[config.mk]
export PLATFORM = sky130hd
export DESIGN_NAME = dct2_8x8_forward
export DESIGN_NICKNAME = d
export VERILOG_FILES = /design/src/dct_pkg.sv /design/src/dct_front.sv /design/src/dct_back.sv /design/src/dct_ofifo.sv /design/src/dct2_8x8_forward.sv
export SDC_FILE = /design/constraint.sdc
export NUM_CORES = 2
export LEC_CHECK = 0
export ABC_AREA = 1
export BUFFER_PORTS_ARGS = -buffer_cell sky130_fd_sc_hd__buf_4
export CORE_MARGIN = 2
export CORE_UTILIZATION = 45
export CTS_BUF_LIST = sky130_fd_sc_hd__clkbuf_8 sky130_fd_sc_hd__clkbuf_16
export DETAILED_ROUTE_END_ITERATION = 7
export GPL_TIMING_DRIVEN = 0
export HOLD_SLACK_MARGIN = 0.05
export SLEW_MARGIN = 20
export SYNTH_ARGS = -nofsm -noshare
export SYNTH_HDL_FRONTEND = slang
export SYNTH_SLANG_ARGS = --single-unit
[constraint.sdc]
create_clock -name clk -period 6.5 [get_ports clk]
set_clock_uncertainty 0.15 [all_clocks]
set_input_delay 0.325 -clock clk [delete_from_list [all_inputs] [get_ports clk]]
set_output_delay 0.325 -clock clk [all_outputs]
set_load 0.02 [all_outputs]
[src/dct_pkg.sv]
// Shared constants, cosine table and interface types of the 8x8 forward DCT.
package dct_pkg;

	// Block geometry
	localparam int BLOCK_DIM = 8;
	localparam int DIM_W     = $clog2(BLOCK_DIM);
	localparam int NPIX      = BLOCK_DIM * BLOCK_DIM;
	localparam int IDX_W     = $clog2(NPIX);
	localparam int SEQ_W     = 3 * DIM_W;

	// Pixel double buffer
	localparam int NBANK      = 2;
	localparam int BANK_W     = $clog2(NBANK);
	localparam int BANK_CNT_W = $clog2(NBANK + 1);

	// Datapath widths
	localparam int PIX_W     = 8;
	localparam int COS_W     = 13;
	localparam int COS_FRAC  = 13;
	localparam int PART_FRAC = 10;
	localparam int PART_W    = 20;
	localparam int FRAC_BITS = 4;
	localparam int COEF_W    = 15;
	localparam int PROD_W    = PART_W + COS_W;
	localparam int ACC_W     = PROD_W + DIM_W + 1;

	// Rounding shifts of the two passes
	localparam int ROW_SH = COS_FRAC - PART_FRAC;
	localparam int COL_SH = COS_FRAC + PART_FRAC - FRAC_BITS;

	localparam logic signed [ACC_W-1:0] ROW_HALF = ACC_W'(2 ** (ROW_SH - 1));
	localparam logic signed [ACC_W-1:0] COL_HALF = ACC_W'(2 ** (COL_SH - 1));
	localparam logic signed [ACC_W-1:0] PART_HI  = ACC_W'(2 ** (PART_W - 1) - 1);
	localparam logic signed [ACC_W-1:0] PART_LO  = ACC_W'(-(2 ** (PART_W - 1)));
	localparam logic signed [ACC_W-1:0] COEF_HI  = ACC_W'(2 ** (COEF_W - 1) - 1);
	localparam logic signed [ACC_W-1:0] COEF_LO  = ACC_W'(-(2 ** (COEF_W - 1)));

	// Output queue
	localparam int OQ_DEPTH = 4;
	localparam int OQ_PTR_W = $clog2(OQ_DEPTH);
	localparam int OQ_CNT_W = $clog2(OQ_DEPTH + 1);

	// Cosine table K[k][x], 13 fraction bits, indexed by {k, x}
	localparam logic signed [COS_W-1:0] COS_TAB [NPIX] = '{
		 2896,  2896,  2896,  2896,  2896,  2896,  2896,  2896,
		 4017,  3406,  2276,   799,  -799, -2276, -3406, -4017,
		 3784,  1567, -1567, -3784, -3784, -1567,  1567,  3784,
		 3406,  -799, -4017, -2276,  2276,  4017,   799, -3406,
		 2896, -2896, -2896,  2896,  2896, -2896, -2896,  2896,
		 2276, -4017,   799,  3406, -3406,  -799,  4017, -2276,
		 1567, -3784,  3784, -1567, -1567,  3784, -3784,  1567,
		  799, -2276,  3406, -4017,  4017, -3406,  2276,  -799
	};

	// Pixel store write from the front end
	typedef struct packed {
		logic                    en;
		logic [BANK_W+IDX_W-1:0] addr;
		logic signed [PIX_W-1:0] data;
	} pix_wr_t;

	// Coefficient word into the output queue
	typedef struct packed {
		logic                     en;
		logic signed [COEF_W-1:0] coef;
		logic                     last;
	} coef_wr_t;

endpackage

[src/dct_front.sv]
// Front end: takes pixel words, level-shifts them and fills the two pixel banks.
module dct_front import dct_pkg::*; (
	input  logic             clk,
	input  logic             arst_n,
	input  logic             push,
	input  logic [PIX_W-1:0] pixel,
	output logic             full,
	input  logic             blk_release,
	output logic             blk_ready,
	output pix_wr_t          pix_wr
);

	logic [IDX_W-1:0]      load_q;
	logic [BANK_W-1:0]     wr_bank_q;
	logic [BANK_CNT_W-1:0] filled_q;
	logic                  take;
	logic                  blk_done;

	// Stall input while both banks hold blocks not yet read by the back end
	assign full      = (filled_q == BANK_CNT_W'(NBANK));
	assign blk_ready = (filled_q != '0);
	assign take      = push && !full;
	assign blk_done  = take && (&load_q);

	// Subtract 128 by flipping the top bit
	always_comb begin
		pix_wr.en   = take;
		pix_wr.addr = {wr_bank_q, load_q};
		pix_wr.data = {~pixel[PIX_W-1], pixel[PIX_W-2:0]};
	end

	// Advance load position, swap banks at the end of a block
	always_ff @(posedge clk or negedge arst_n) begin
		if (!arst_n) begin
			load_q    <= '0;
			wr_bank_q <= '0;
			filled_q  <= '0;
		end else begin
			if (take) begin
				load_q <= load_q + IDX_W'(1);
			end
			if (blk_done) begin
				wr_bank_q <= wr_bank_q + BANK_W'(1);
			end
			filled_q <= filled_q + BANK_CNT_W'(blk_done) - BANK_CNT_W'(blk_release);
		end
	end

endmodule

[src/dct_back.sv]
// Back end: row and column passes on one shared multiply-accumulate.
module dct_back import dct_pkg::*; (
	input  logic                clk,
	input  logic                arst_n,
	input  pix_wr_t             pix_wr,
	input  logic                blk_ready,
	output logic                blk_release,
	input  logic [OQ_CNT_W-1:0] oq_count,
	output coef_wr_t            coef_wr
);

	typedef enum logic [2:0] {
		ST_IDLE = 3'b001,
		ST_ROW  = 3'b010,
		ST_COL  = 3'b100
	} seq_st_t;

	seq_st_t               st_q;
	logic [SEQ_W-1:0]      cnt_q;
	logic [DIM_W-1:0]      sa, sb, sk;
	logic [BANK_W-1:0]     rd_bank_q;
	logic [OQ_CNT_W-1:0]   pend_q;
	logic [OQ_CNT_W:0]     occ;
	logic                  credit_ok;
	logic                  issue;
	logic                  cnt_end;
	logic                  col_start;

	// Memories
	logic signed [PIX_W-1:0]  pix_mem  [NBANK*NPIX];
	logic signed [PART_W-1:0] part_mem [NPIX];

	// Stage 1: read data and table coefficient
	logic                     vld_s1, first_s1, last_s1, row_s1;
	logic [IDX_W-1:0]         dst_s1;
	logic signed [PIX_W-1:0]  pix_rd_s1;
	logic signed [PART_W-1:0] part_rd_s1;
	logic signed [COS_W-1:0]  coef_s1;

	// Stage 2: product
	logic                     vld_s2, first_s2, last_s2, row_s2;
	logic [IDX_W-1:0]         dst_s2;
	logic signed [PART_W-1:0] opnd;
	logic signed [PROD_W-1:0] prod;
	logic signed [PROD_W-1:0] prod_s2;

	// Stage 3: accumulate
	logic signed [ACC_W-1:0]  acc_q;
	logic signed [ACC_W-1:0]  acc_next;
	logic                     res_vld_s3, row_s3;
	logic [IDX_W-1:0]         dst_s3;
	logic signed [ACC_W-1:0]  sum_s3;

	// Stage 4: round and saturate
	logic signed [ACC_W-1:0]  row_val;
	logic signed [ACC_W-1:0]  col_val;
	logic signed [PART_W-1:0] part_wdata;
	logic                     part_we;

	assign {sa, sb, sk} = cnt_q;
	assign cnt_end      = &cnt_q;

	// Reserve an output slot before each column dot product starts
	assign occ         = {1'b0, oq_count} + {1'b0, pend_q};
	assign credit_ok   = (occ < (OQ_CNT_W + 1)'(OQ_DEPTH));
	assign col_start   = (st_q == ST_COL) && (sk == '0) && credit_ok;
	assign issue       = (st_q == ST_ROW) || (st_q == ST_COL && (sk != '0 || credit_ok));
	assign blk_release = (st_q == ST_ROW) && cnt_end;

	// Sequence: row pass over {i, v, j}, column pass over {u, v, i}
	always_ff @(posedge clk or negedge arst_n) begin
		if (!arst_n) begin
			st_q      <= ST_IDLE;
			cnt_q     <= '0;
			rd_bank_q <= '0;
		end else begin
			case (st_q)
				ST_IDLE: begin
					if (blk_ready) begin
						st_q <= ST_ROW;
					end
				end
				ST_ROW: begin
					cnt_q <= cnt_q + SEQ_W'(1);
					if (cnt_end) begin
						st_q      <= ST_COL;
						rd_bank_q <= rd_bank_q + BANK_W'(1);
					end
				end
				ST_COL: begin
					if (issue) begin
						cnt_q <= cnt_q + SEQ_W'(1);
						if (cnt_end) begin
							st_q <= ST_IDLE;
						end
					end
				end
				default: begin
					st_q <= ST_IDLE;
				end
			endcase
		end
	end

	// Track output slots reserved but not yet filled
	always_ff @(posedge clk or negedge arst_n) begin
		if (!arst_n) begin
			pend_q <= '0;
		end else begin
			pend_q <= pend_q + OQ_CNT_W'(col_start) - OQ_CNT_W'(coef_wr.en);
		end
	end

	// Pixel store: written by the front end, read by the row pass
	always_ff @(posedge clk) begin
		if (pix_wr.en) begin
			pix_mem[pix_wr.addr] <= pix_wr.data;
		end
		pix_rd_s1 <= pix_mem[{rd_bank_q, sa, sk}];
	end

	// Partial store: written by the row pass, read down columns
	always_ff @(posedge clk) begin
		if (part_we) begin
			part_mem[dst_s3] <= part_wdata;
		end
		part_rd_s1 <= part_mem[{sk, sb}];
	end

	// Valid bits of the pipeline
	always_ff @(posedge clk or negedge arst_n) begin
		if (!arst_n) begin
			vld_s1     <= 1'b0;
			vld_s2     <= 1'b0;
			res_vld_s3 <= 1'b0;
		end else begin
			vld_s1     <= issue;
			vld_s2     <= vld_s1;
			res_vld_s3 <= vld_s2 && last_s2;
		end
	end

	// Stage 1 payload
	always_ff @(posedge clk) begin
		coef_s1  <= COS_TAB[{(st_q == ST_ROW) ? sb : sa, sk}];
		first_s1 <= (sk == '0);
		last_s1  <= (&sk);
		row_s1   <= (st_q == ST_ROW);
		dst_s1   <= {sa, sb};
	end

	// Stage 2: multiply
	assign opnd = row_s1 ? PART_W'(pix_rd_s1) : part_rd_s1;
	assign prod = opnd * coef_s1;

	always_ff @(posedge clk) begin
		prod_s2  <= prod;
		first_s2 <= first_s1;
		last_s2  <= last_s1;
		row_s2   <= row_s1;
		dst_s2   <= dst_s1;
	end

	// Stage 3: accumulate, hold the finished sum
	assign acc_next = first_s2 ? ACC_W'(prod_s2) : acc_q + ACC_W'(prod_s2);

	always_ff @(posedge clk) begin
		if (vld_s2) begin
			acc_q <= acc_next;
		end
		if (vld_s2 && last_s2) begin
			sum_s3 <= acc_next;
			row_s3 <= row_s2;
			dst_s3 <= dst_s2;
		end
	end

	// Stage 4: round half up and clamp
	assign row_val = (sum_s3 + ROW_HALF) >>> ROW_SH;
	assign col_val = (sum_s3 + COL_HALF) >>> COL_SH;

	always_comb begin
		if (row_val > PART_HI) begin
			part_wdata = PART_HI[PART_W-1:0];
		end else if (row_val < PART_LO) begin
			part_wdata = PART_LO[PART_W-1:0];
		end else begin
			part_wdata = row_val[PART_W-1:0];
		end
	end

	assign part_we = res_vld_s3 && row_s3;

	always_comb begin
		coef_wr.en   = res_vld_s3 && !row_s3;
		coef_wr.last = (&dst_s3);
		if (col_val > COEF_HI) begin
			coef_wr.coef = COEF_HI[COEF_W-1:0];
		end else if (col_val < COEF_LO) begin
			coef_wr.coef = COEF_LO[COEF_W-1:0];
		end else begin
			coef_wr.coef = col_val[COEF_W-1:0];
		end
	end

endmodule

[src/dct_ofifo.sv]
// Output queue of coefficient words between the back end and the result port.
module dct_ofifo import dct_pkg::*; (
	input  logic                     clk,
	input  logic                     arst_n,
	input  coef_wr_t                 coef_wr,
	input  logic                     pop,
	output logic                     empty,
	output logic [OQ_CNT_W-1:0]      count,
	output logic signed [COEF_W-1:0] coefficient,
	output logic                     last_coef
);

	logic signed [COEF_W-1:0] coef_q [OQ_DEPTH];
	logic                     last_q [OQ_DEPTH];
	logic [OQ_PTR_W-1:0]      wp_q;
	logic [OQ_PTR_W-1:0]      rp_q;
	logic [OQ_CNT_W-1:0]      cnt_q;
	logic                     take;

	assign empty       = (cnt_q == '0);
	assign count       = cnt_q;
	assign take        = pop && !empty;
	assign coefficient = coef_q[rp_q];
	assign last_coef   = last_q[rp_q];

	// Store incoming words; room is reserved upstream
	always_ff @(posedge clk) begin
		if (coef_wr.en) begin
			coef_q[wp_q] <= coef_wr.coef;
			last_q[wp_q] <= coef_wr.last;
		end
	end

	// Advance pointers and occupancy
	always_ff @(posedge clk or negedge arst_n) begin
		if (!arst_n) begin
			wp_q  <= '0;
			rp_q  <= '0;
			cnt_q <= '0;
		end else begin
			if (coef_wr.en) begin
				wp_q <= wp_q + OQ_PTR_W'(1);
			end
			if (take) begin
				rp_q <= rp_q + OQ_PTR_W'(1);
			end
			cnt_q <= cnt_q + OQ_CNT_W'(coef_wr.en) - OQ_CNT_W'(take);
		end
	end

endmodule

[src/dct2_8x8_forward.sv]
// Top level of the 8x8 forward DCT: front end, back end and output queue.
// Each block takes 512 row-pass and 512 column-pass products on the single shared
// multiply-accumulate, and the sequencer passes through an idle state between blocks;
// the column pass stalls while no output queue slot is free.
// Two pixel banks let the next block load during the transform of the current one.
// Reset: arst_n clears all counters and the output queue; the pixel and partial stores keep data.
module dct2_8x8_forward import dct_pkg::*; (
	input  logic                     clk,
	input  logic                     arst_n,
	input  logic                     push,
	input  logic [PIX_W-1:0]         pixel,
	output logic                     full,
	output logic                     empty,
	input  logic                     pop,
	output logic signed [COEF_W-1:0] coefficient,
	output logic                     last_coef
);

	pix_wr_t             pix_wr;
	coef_wr_t            coef_wr;
	logic                blk_ready;
	logic                blk_release;
	logic [OQ_CNT_W-1:0] oq_count;

	dct_front u_front (
		.clk         (clk),
		.arst_n      (arst_n),
		.push        (push),
		.pixel       (pixel),
		.full        (full),
		.blk_release (blk_release),
		.blk_ready   (blk_ready),
		.pix_wr      (pix_wr)
	);

	dct_back u_back (
		.clk         (clk),
		.arst_n      (arst_n),
		.pix_wr      (pix_wr),
		.blk_ready   (blk_ready),
		.blk_release (blk_release),
		.oq_count    (oq_count),
		.coef_wr     (coef_wr)
	);

	dct_ofifo u_ofifo (
		.clk         (clk),
		.arst_n      (arst_n),
		.coef_wr     (coef_wr),
		.pop         (pop),
		.empty       (empty),
		.count       (oq_count),
		.coefficient (coefficient),
		.last_coef   (last_coef)
	);

endmodule

==> metrics.cfg <==
[worst_setup_path]
arrival_ps = 7000
required_ps = 7160
endpoint_kind = flop
reg2regPathDepth = 24
setup.worst_path.start_class = flop
reg2reg_slack_ps = 160
crit_type = flop to flop
crit_fanout = 10

[global_route]
globalRoute.busiestLayer = met2
grt_use_total = 0.337
first_global_vias = 79000
grtUsageMet2 = 0.511
grt_pass1_wl_mm = 606
overflow = 0
grt_use_met3 = 0.0718
antenna_found_initial = 24
grt_max_degree = 129
met1_usage = 0.446

[power_and_ir_drop]
ir_drop_uv = 259
p_total_w = 0.0345
p_leak_nw = 43.8
p_per_area_nw_per_um2 = 267

[synth]
synth_ff_type = edfxtp_1
synth_edf_count = 2447
synth_cell_types = 53
synth_cells = 9590
synth_warnings = 0
ys_seq_area_frac = 0.672
syn_avg_cell_area_um2 = 11.8
synth-async-reset-ratio = 0.0136
syn_nets = 9989
ys_ff_latch = 2574
syn_area_um2 = 113000

[sta]
setup_viol = 0
setup_ws_ps = 162
period_share = 0.975
slew_headroom = 0.108
max_freq_ghz = 0.158
worst-slew-pin-transition_ps = 1340
fin_tns_setup_ps = 0
final-hold-violation-count = 0
drv_slew = 0
fin_crit_ps = 6340

[clocking]
cts_max_level = 5
root_buffer = clkbuf_16
clock_latency_ps = 1000
cts_tree = done
clkTransAtPathRegs_ps = 60
clock-sinks = 2574
cts-buffers-inserted = 290
clockBufferDepth = 4

[placement]
place_area_um2 = 120000
numPortBuffers = 29
preCtsSetupSlack_ps = -862
dp_hpwl_mm = 305
gp_congestion = 1.02

[layout]
syn2layout_area_growth_pct = 14.1
fillers = 21900
layout_commonest_cell = edfxtp_1
fin_nets = 10400
layout_common_cells = 2447 x edfxtp_1, 1912 x nor2_1, 1273 x o21ai_0, 863 x nand2_1, 486 x inv_1
final_area_um2 = 129000
drive_gt1_frac = 0.0836

[floorplanning]
die_h_um = 506
row_count = 184
placeableCoreArea_um2 = 251000
die_w_um = 506
dieArea_um2 = 256000
start_util = 0.452
pin_count = 30

[hold_path]
whs_path_depth = 0
hp-class = flop to flop

[outcome]
status = completed

[routing]
drc_errors = 0
postRouteAntennaNets = 0
routed_wl_mm = 440
drt_first_pass_iters = 6
drt_iter0_markers = 12400
vias = 83400
wire_per_inst_um = 32.4
viasPerCell = 6.14

[job]
drv_cap = 0

where the power goes:
| group | switching [W] | internal [W] | total, W |
|---|---|---|---|
| registers | 0.0000205 | 0.0180 | 0.0180 |
| logic | 0.000458 | 0.000206 | 0.000664 |
| clock network | 0.00673 | 0.00910 | 0.0158 |
| total | 0.00721 | 0.0273 | 0.0345 |
synthesized netlist by cell type, types with 8 or more instances:
cell,count,share of area
nand3_1,325,0.014
or2_2,20,0.0011
a31oi_1,19,0.0010
o21ai_0,1275,0.056
nand3b_1,12,0.00079
a211oi_1,8,0.00053
buf_1,74,0.0025
inv_1,452,0.015
fa_1,242,0.043
nand2_1,888,0.029
dfrtp_1,34,0.0075
edfxtp_1,2447,0.65
inv_2,10,0.00033
nand4_1,76,0.0042
dfxtp_1,92,0.016
o211ai_1,145,0.0096
o221ai_1,209,0.016
nor3_1,113,0.0050
clkinv_1,10,0.00033
buf_2,68,0.0030
nor2_1,2018,0.067
o22ai_1,186,0.010
o2111ai_1,23,0.0018
xor2_1,61,0.0047
a21oi_1,157,0.0069
clkbuf_1,405,0.013
xnor2_1,33,0.0026
ha_1,145,0.016
layout make-up:
type	count	area (um^2)	share of cell area
inverter	472	1810	0.0140
timing repair buffer	124	1720	0.0133
sequential	2574	76200	0.589
antenna	14	35.0	0.000271
multi-input combinational	5994	34200	0.264
buffer	548	2240	0.0173
tap	3348	4190	0.0324
clock inverter	202	1520	0.0118
clock buffer	299	7440	0.0575
flip-flops by register name (all words and copies together) (netlist names), 2 cells and up:
signal	flops
u_back.acc_q	37
u_back.dst_s3	6
u_back.prod_s2	33
u_ofifo.rp_q	2
u_ofifo.wp_q	2
u_back.dst_s2	6
u_back.part_mem	1280
u_ofifo.count	3
u_back.part_rd_s1	20
u_back.coef_s1	13
u_back.sum_s3	35
u_back.pix_rd_s1	8
u_back.cnt_q	9
u_ofifo.coef_q	60
u_front.load_q	6
u_back.pix_mem	1024
u_front.filled_q	2
u_back.st_q	3
u_ofifo.last_q	4
u_back.dst_s1	6
u_back.pend_q	3
repair_timing:
item                                   in CTS  in global routing
setup endpoints to repair                  22                 16
gates resized for setup                    41                 40
pin swaps                                   0                  7
hold buffers                               13                  0
setup buffers                               3                 24
endpoints found under the hold margin    1035                  0
logic make-up (layout without fill, tap and decap cells):
kind of cell | after synthesis | in the layout | share of synthesized area
simple gates | 3472 | 3472 | 0.123
compound gates | 2041 | 2041 | 0.104
flops | 2574 | 2574 | 0.672
other cells | 0 | 14 | 0
buf+inv | 1022 | 1645 | 0.0347
fa+ha+maj | 387 | 387 | 0.0587
xor+xnor | 94 | 94 | 0.00726
metal layers:
metal | routed length [um] | part of all wire
met5 | 160 | 0.00036
met4 | 31100 | 0.071
met3 | 47100 | 0.11
met2 | 195000 | 0.44
met1 | 167000 | 0.38
critical path, stage by stage, from the launching register on:
cell and delay (ps):
dfxtp_4 440, inv_1 70, clkbuf_4 200, or2_2 280
nand2_1 260, clkinvlp_4 300, buf_4 200, buf_4 130
nand2_1 80, fa_1 190, inv_1 60, fa_1 440
fa_1 490, ha_1 280, inv_1 40, fa_1 470
inv_1 40, ha_1 270, ha_1 370, nand2_1 120
o21ai_0 690, nand4_1 200, nand3_1 210, a21oi_1 110
xnor2_1 150
per-stage QoR:
step	utilization	std cells	hold slack, ps
after floorplan	-	9590	-121
after global placement	0.469	13000	160
after detailed placement	0.477	13000	162
after CTS	0.514	13500	148
after global routing	0.515	13600	166
final	0.515	13600	174
path summary, 6_finish.rpt:
kind	start	endpoint
worst max register to register	u_back.row_s1	u_back.prod_s2[28]
worst min register to register	u_back.dst_s1[2]	u_back.dst_s2[2]
worst min-delay path	u_back.dst_s1[2]	u_back.dst_s2[2]
worst max-delay path	u_back.row_s1	u_back.prod_s2[28]
max in group asynchronous	arst_n	u_back.pend_q[1]
min in group asynchronous	arst_n	u_back.st_q[0]
Note: power is estimated with default switching activity, not from simulation.
